**config.mk**
```make
export PLATFORM = sky130hd
export DESIGN_NAME = size_aware_lru_cache_unit
export DESIGN_NICKNAME = d
export VERILOG_FILES = /design/src/sv/salc_pkg.sv /design/src/sv/salc_ram.sv /design/src/sv/size_aware_lru_cache_unit.sv
export SDC_FILE = /design/constraint.sdc
export NUM_CORES = 2
export LEC_CHECK = 0
export BUFFER_PORTS_ARGS = -buffer_cell sky130_fd_sc_hd__buf_2
export CAP_MARGIN = 20
export CORE_MARGIN = 4
export CORE_UTILIZATION = 55
export DETAILED_ROUTE_END_ITERATION = 10
export GPL_TIMING_DRIVEN = 0
export PLACE_DENSITY = 0.72
export SLEW_MARGIN = 10
export SYNTH_ARGS = -nofsm -noshare
export SYNTH_HDL_FRONTEND = slang
export SYNTH_SLANG_ARGS = --single-unit
export TNS_END_PERCENT = 1
```
**constraint.sdc**
```tcl
create_clock -name i_clk -period 12.28 [get_ports i_clk]
set_input_delay 3.684 -clock i_clk [delete_from_list [all_inputs] [get_ports i_clk]]
set_output_delay 3.684 -clock i_clk [all_outputs]
set_load 0.01 [all_outputs]
```
**src/sv/salc_pkg.sv**
```systemverilog
package salc_pkg;

    localparam int ENTRIES = 16;
    localparam int IDX_W = (ENTRIES > 1) ? $clog2(ENTRIES) : 1;
    localparam int CNT_W = $clog2(ENTRIES + 1);

    typedef enum logic [2:0] {
        KIND_HIT     = 3'd0,
        KIND_MISS    = 3'd1,
        KIND_EVICT   = 3'd2,
        KIND_CACHED  = 3'd3,
        KIND_REJECT  = 3'd4,
        KIND_REFRESH = 3'd5
    } t_kind;

    typedef enum logic {
        OP_REQUEST = 1'b0,
        OP_RECEIVE = 1'b1
    } t_op;

    typedef enum logic [1:0] {
        ST_IDLE,
        ST_SCAN,
        ST_DECIDE
    } t_state;

    typedef struct packed {
        logic        opcode;
        logic [31:0] event_time;
        logic [15:0] object_id;
        logic [23:0] object_size;
    } t_in;

    typedef struct packed {
        t_kind       result_kind;
        logic [15:0] result_id;
        logic [23:0] result_size;
        logic [23:0] occupied_total;
        logic        last_result;
    } t_out;

    typedef struct packed {
        logic [15:0] id;
        logic [31:0] time_stamp;
        logic [23:0] size;
    } t_entry;

    localparam int ENTRY_W = $bits(t_entry);

endpackage

```
**src/sv/salc_ram.sv**
```systemverilog
module salc_ram #(
    parameter int WIDTH = 8,
    parameter int DEPTH = 16,
    parameter int AW = (DEPTH > 1) ? $clog2(DEPTH) : 1
) (
    input  logic             i_clk,
    input  logic             i_we,
    input  logic [AW-1:0]    i_waddr,
    input  logic [WIDTH-1:0] i_wdata,
    input  logic [AW-1:0]    i_raddr,
    output logic [WIDTH-1:0] o_rdata
);

    logic [WIDTH-1:0] r_mem [DEPTH];
    logic [WIDTH-1:0] r_rdata;

    always_ff @(posedge i_clk) begin
        if (i_we) begin
            r_mem[i_waddr] <= i_wdata;
        end
        r_rdata <= r_mem[i_raddr];
    end

    assign o_rdata = r_rdata;

endmodule

```
**src/sv/size_aware_lru_cache_unit.sv**
```systemverilog
// Byte-budgeted least-recently-used object cache.
// The input channel carries one request or receive per transfer; the output
// channel carries one or more results per item, the final one marked by
// last_result. The configuration channel writes the capacity limit and is
// always ready; the user must write it only while the unit is idle (not enforced).
// Entries live in a single-port-write, registered-read table of ENTRIES words.
// Every item starts with a scan that reads the whole table, one entry per
// cycle, to find a matching id and the oldest entry, then a decision step
// that issues a result. Each eviction issues one result and rescans the
// table. The next item is accepted once the last result has been loaded
// into the output register.
// A synchronous active-low reset clears all valid bits, the occupancy and the
// capacity limit; table contents need no clearing.
// When the receiver stalls, the result stays in the output register and the
// unit waits in its decision step until the register frees up.
module size_aware_lru_cache_unit
    import salc_pkg::*;
(
    input  logic        i_clk,
    input  logic        i_rst_n,
    input  logic        i_in_valid,
    output logic        o_in_ready,
    input  t_in         i_in,
    output logic        o_out_valid,
    input  logic        i_out_ready,
    output t_out        o_out,
    input  logic        i_cfg_valid,
    output logic        o_cfg_ready,
    input  logic [23:0] i_cfg_data
);

    localparam logic [CNT_W-1:0] CNT_LAST = CNT_W'(ENTRIES);

    t_state              r_state, n_state;
    t_in                 r_in, n_in;
    logic [CNT_W-1:0]    r_cnt, n_cnt;
    logic [ENTRIES-1:0]  r_valid, n_valid;
    logic [23:0]         r_occ, n_occ;
    logic [23:0]         r_cap;
    logic                r_match, n_match;
    logic [IDX_W-1:0]    r_match_idx, n_match_idx;
    t_entry              r_match_ent, n_match_ent;
    logic                r_vic, n_vic;
    logic [IDX_W-1:0]    r_vic_idx, n_vic_idx;
    t_entry              r_vic_ent, n_vic_ent;
    logic                r_out_valid, n_out_valid;
    t_out                r_out, n_out;

    logic                ram_we;
    logic [IDX_W-1:0]    ram_waddr;
    t_entry              ram_wdata;
    t_entry              ram_rdata;
    logic [IDX_W-1:0]    cmp_idx;
    logic                free_found;
    logic [IDX_W-1:0]    free_idx;
    logic                out_free;
    logic                over;
    logic [23:0]         occ_sub;

    salc_ram #(
        .WIDTH(ENTRY_W),
        .DEPTH(ENTRIES)
    ) u_ram (
        .i_clk  (i_clk),
        .i_we   (ram_we),
        .i_waddr(ram_waddr),
        .i_wdata(ram_wdata),
        .i_raddr(r_cnt[IDX_W-1:0]),
        .o_rdata(ram_rdata)
    );

    always_comb begin
        free_found = 1'b0;
        free_idx   = '0;
        for (int i = ENTRIES - 1; i >= 0; i--) begin
            if (!r_valid[i]) begin
                free_found = 1'b1;
                free_idx   = IDX_W'(i);
            end
        end
    end

    assign cmp_idx  = IDX_W'(r_cnt - CNT_W'(1));
    assign out_free = !r_out_valid || i_out_ready;
    assign over     = ({1'b0, r_occ} + {1'b0, r_in.object_size}) > {1'b0, r_cap};
    assign occ_sub  = (r_occ >= r_vic_ent.size) ? r_occ - r_vic_ent.size : 24'd0;

    always_comb begin
        n_state     = r_state;
        n_in        = r_in;
        n_cnt       = r_cnt;
        n_valid     = r_valid;
        n_occ       = r_occ;
        n_match     = r_match;
        n_match_idx = r_match_idx;
        n_match_ent = r_match_ent;
        n_vic       = r_vic;
        n_vic_idx   = r_vic_idx;
        n_vic_ent   = r_vic_ent;
        n_out_valid = r_out_valid && !i_out_ready;
        n_out       = r_out;
        ram_we      = 1'b0;
        ram_waddr   = '0;
        ram_wdata   = '0;
        o_in_ready  = 1'b0;

        unique case (r_state)
            ST_IDLE: begin
                o_in_ready = 1'b1;
                if (i_in_valid) begin
                    n_in    = i_in;
                    n_cnt   = '0;
                    n_match = 1'b0;
                    n_vic   = 1'b0;
                    n_state = ST_SCAN;
                end
            end
            ST_SCAN: begin
                if (r_cnt != '0 && r_valid[cmp_idx]) begin
                    if (ram_rdata.id == r_in.object_id) begin
                        n_match     = 1'b1;
                        n_match_idx = cmp_idx;
                        n_match_ent = ram_rdata;
                    end
                    if (!r_vic || ram_rdata.time_stamp < r_vic_ent.time_stamp ||
                        (ram_rdata.time_stamp == r_vic_ent.time_stamp &&
                         ram_rdata.id < r_vic_ent.id)) begin
                        n_vic     = 1'b1;
                        n_vic_idx = cmp_idx;
                        n_vic_ent = ram_rdata;
                    end
                end
                if (r_cnt == CNT_LAST) begin
                    n_state = ST_DECIDE;
                end else begin
                    n_cnt = r_cnt + CNT_W'(1);
                end
            end
            ST_DECIDE: begin
                if (out_free) begin
                    n_out_valid           = 1'b1;
                    n_out.result_id       = r_in.object_id;
                    n_out.last_result     = 1'b1;
                    n_out.occupied_total  = r_occ;
                    n_state               = ST_IDLE;
                    if (r_in.opcode == OP_REQUEST || r_match) begin
                        if (r_match) begin
                            ram_we    = 1'b1;
                            ram_waddr = r_match_idx;
                            ram_wdata = '{id: r_match_ent.id, time_stamp: r_in.event_time,
                                          size: r_match_ent.size};
                            n_out.result_size = r_match_ent.size;
                        end else begin
                            n_out.result_size = '0;
                        end
                        if (r_in.opcode == OP_REQUEST) begin
                            n_out.result_kind = r_match ? KIND_HIT : KIND_MISS;
                        end else if (r_in.object_size > r_cap) begin
                            ram_we            = 1'b0;
                            n_out.result_kind = KIND_REJECT;
                            n_out.result_size = r_in.object_size;
                        end else begin
                            n_out.result_kind = KIND_REFRESH;
                        end
                    end else if (r_in.object_size > r_cap) begin
                        n_out.result_kind = KIND_REJECT;
                        n_out.result_size = r_in.object_size;
                    end else if ((!over && free_found) || !r_vic) begin
                        ram_we               = 1'b1;
                        ram_waddr            = free_idx;
                        ram_wdata            = '{id: r_in.object_id,
                                                 time_stamp: r_in.event_time,
                                                 size: r_in.object_size};
                        n_valid[free_idx]    = 1'b1;
                        n_occ                = r_occ + r_in.object_size;
                        n_out.result_kind    = KIND_CACHED;
                        n_out.result_size    = r_in.object_size;
                        n_out.occupied_total = n_occ;
                    end else begin
                        n_valid[r_vic_idx]   = 1'b0;
                        n_occ                = occ_sub;
                        n_out.result_kind    = KIND_EVICT;
                        n_out.result_id      = r_vic_ent.id;
                        n_out.result_size    = r_vic_ent.size;
                        n_out.occupied_total = occ_sub;
                        n_out.last_result    = 1'b0;
                        n_cnt                = '0;
                        n_match              = 1'b0;
                        n_vic                = 1'b0;
                        n_state              = ST_SCAN;
                    end
                end
            end
            default: begin
                n_state = ST_IDLE;
            end
        endcase
    end

    always_ff @(posedge i_clk) begin
        if (!i_rst_n) begin
            r_state     <= ST_IDLE;
            r_valid     <= '0;
            r_occ       <= '0;
            r_cap       <= '0;
            r_out_valid <= 1'b0;
            r_cnt       <= '0;
            r_match     <= 1'b0;
            r_vic       <= 1'b0;
        end else begin
            r_state     <= n_state;
            r_valid     <= n_valid;
            r_occ       <= n_occ;
            r_out_valid <= n_out_valid;
            r_cnt       <= n_cnt;
            r_match     <= n_match;
            r_vic       <= n_vic;
            if (i_cfg_valid) begin
                r_cap <= i_cfg_data;
            end
        end
    end

    always_ff @(posedge i_clk) begin
        r_in        <= n_in;
        r_match_idx <= n_match_idx;
        r_match_ent <= n_match_ent;
        r_vic_idx   <= n_vic_idx;
        r_vic_ent   <= n_vic_ent;
        r_out       <= n_out;
    end

    assign o_cfg_ready = 1'b1;
    assign o_out_valid = r_out_valid;
    assign o_out       = r_out;

endmodule

```
==> impl_metrics.toml <==
[synthesis]
synth_cells = 3279
synth_edf_count = 1413
async_flop_share_pct = 0
synth_fp_nets = 3529
seq_area_frac_synth_pct = 72.4
ys_dominant_reg_cell = "edfxtp_1"
synthDistinctLibCells = 86
synthesis.area_um2 = 62600
syn_avg_cell_area_um2 = 19.1
ys_warn_count = 0
ys_seq_elements = 1559

[clocking]
postCtsSetupRepairBufs = 0
cts_buffer_depth = 3
clk_latency_ns = 0.77
cts_sinks = 1559
cts_buffers = 157
ctsHoldBuffers = 0
htreeDepth = 4
cts_tree = "built"
clock-root-buffer = "clkbuf_16"
cts.clk_slew.worst_paths_ns = 0.06
cts.repair.resized = 0

[floorplan]
die_area_um2 = 119000
fp.dieH_um = 345
start_util_pct = 55.5
rows = 123
die_x_um = 345
coreArea_um2 = 113000
num_io_pins = 173

[global_routing]
grt_overflow = 0
grt_pass1_vias = 34212
grt_pass1_wl_mm = 230
antenna_found_initial = 1
grtUsageTotal_pct = 26.3
grt_max_degree = 52

[setup_path]
crit_type = "reg -> reg"
crit_fanout = 19
r2r_setup_slack_ns = 4.67
end_kind = "flip-flop"
startpoint_type = "flip-flop"
worst_ep_required_time_ns = 12.72
cp.arrival_ns = 8.05

[sta]
tightest_slew_ns = 1.16
period_needed_ns = 7.61
period_share_pct = 62.0
hold_viol = 0
finalSetupViolCount = 0
maxSlewHeadroom_pct = 21.4
rsz0062_at_grt = "false"
skew_ns = 0.0309
slew_violations = 0
fmax_ghz = 0.131

[final_layout]
final_cell_area_um2 = 72300
fill_cells = 7481
syn_to_final_growth_pct = 15.5
regArea_um2 = 45400
final_nets = 3947
drive_above_1_share_pct = 24.5
multi_input_area_um2 = 16400

[drt]
postRouteWirelength_mm = 157
num_vias = 33627
drt_iter0_drc = 3927
routed_via_density = 6.31
route.detailed.drc = 0
routedWlPerCell_um = 29.5
dr.pass1.iters = 5
drtAntennaViolNets = 0

[power_and_ir_drop]
p_leak_nw = 24.2
p_per_area_nw_per_um2 = 149
power_w = 0.0108
vdd_drop_max_uv = 167

[placement]
hpwl_mm = 103
gp_congestion = 0.939
placed_area_um2 = 67100
numPortBuffers = 170

[min_path]
hold_class = "reg -> reg"

[run_status]
status = "completed"

[flow_run]
drv_cap = 0
[layout by cell type (no fill, tap or decap), types with 31 or more instances in the layout]
master / netlist / final
buf_2: 24 / 194
mux4_2: 365 / 365
a21oi_1: 89 / 89
ha_1: 146 / 146
a22o_1: 92 / 92
buf_12: 0 / 53
a21o_1: 37 / 37
nand2_1: 93 / 93
o21ai_0: 59 / 58
inv_1: 119 / 119
clkbuf_1: 87 / 134
edfxtp_1: 1413 / 1413
dfxtp_1: 146 / 146
and3_1: 38 / 38
nand4_1: 31 / 31
clkbuf_16: 0 / 160
xor2_1: 36 / 36
nor2_1: 120 / 103
[synth_stat cells, types with 11 or more instances]
cell         n  area [µm²]
edfxtp_1  1413       42400
mux4_2     365        8220
dfxtp_1    146        2920
ha_1       146        1830
nor2_1     120         450
inv_1      119         447
nand2_1     93         349
a22o_1      92         806
a21oi_1     89         445
clkbuf_1    87         327
o21ai_0     59         295
and3_1      38         238
a21o_1      37         278
xor2_1      36         315
nand4_1     31         194
nand3_1     29         145
mux2i_1     28         280
buf_1       27         101
xnor2_1     26         228
buf_2       24         120
nor3_1      24         120
a211oi_1    21         158
nand2b_1    18         113
mux2_2      13         146
o21a_1      13        97.6
a22oi_1     11        82.6
a31oi_1     11        68.8
nor2b_1     11        68.8
[metrics by stage]
step / hold slack (ns) / setup WS [ns] / util, % / std cells / TNS, ns
2_1_floorplan: 0.404 / 3.94 / - / 3279 / 0
3_3_place_gp: 0.407 / -1.33 / 57.9 / 4949 / -1348.47
3_5_place_dp: 0.414 / 4.87 / 59.5 / 5024 / 0
4_1_cts: 0.426 / 4.79 / 63.9 / 5316 / 0
5_1_grt: 0.426 / 4.55 / 64.1 / 5330 / 0
6_report: 0.425 / 4.67 / 64.1 / 5332 / 0
[cell families after synthesis]
family | share of synthesized area (%)
flops | 72.4
xor+xnor | 0.867
other cells | 0.00599
simple gates | 3.36
mux | 13.8
compound gates | 4.86
fa+ha+maj | 2.98
buf+inv | 1.70
[cell type report]
cell class | instances | share of cell area (%)
clock inverter | 71 | 0.943
sequential | 1559 | 62.7
timing repair buffer | 259 | 3.62
inverter | 119 | 0.618
antenna | 2 | 0.00692
clock buffer | 221 | 6.02
buffer | 146 | 0.863
tap | 1500 | 2.60
multi-input combinational | 1455 | 22.6
[worst max-delay path, stage by stage (launching register included)]
cell and delay, ns:
edfxtp_1 0.50, ha_1 0.29, fa_1 0.43, a211oi_1 0.39, o211ai_2 0.26, a21boi_0 0.35, o21bai_1 0.12, a21oi_1 0.28
o311ai_0 0.43, ha_1 0.46, and4_1 0.24, a221oi_1 0.15, o311ai_0 0.65, a31oi_2 0.36, and2_4 0.26, buf_6 0.13
a32o_1 0.28, nand3b_1 0.44, nor2_4 0.52, buf_12 0.27, buf_12 0.23, buf_12 0.22
[where the power goes]
group          leakage, nW  internal, W  switching [W]
registers             14.3      0.00573      0.0000222
clock network         2.44      0.00268        0.00201
logic                 7.40     0.000128       0.000188
[final timing paths]
path                          start            endpoint  depth (start not counted)
setup / recovery            r_in[0]  u_ram.r_mem[2][31]                         21
hold / removal    u_ram.o_rdata[10]       r_vic_ent[10]                          0
setup reg to reg            r_in[0]  u_ram.r_mem[2][31]                         21
hold reg to reg   u_ram.o_rdata[10]       r_vic_ent[10]                          0
[registers in the layout, indices dropped and copies added, names as in the netlist]
name           flops
o_out             68
o_out_valid        1
r_cap             24
r_cnt              5
r_in              73
r_match            1
r_match_ent       40
r_match_idx        4
r_occ             24
r_state            2
r_valid           16
r_vic              1
r_vic_ent         72
r_vic_idx          4
u_ram.o_rdata     72
u_ram.r_mem     1152
[per-layer routing]
layer  up-vias  wire length (µm)  GRT usage [%]  part of all wire [%]
li1      14247                 -              -                     -
met4         0              5140           8.50                   3.3
met1     17220             60400           36.4                    38
met2      1865             77600           43.1                    49
met5         -                 0              0                     0
met3       295             13900           4.49                   8.8
Note: power is estimated with default switching activity, not from simulation.
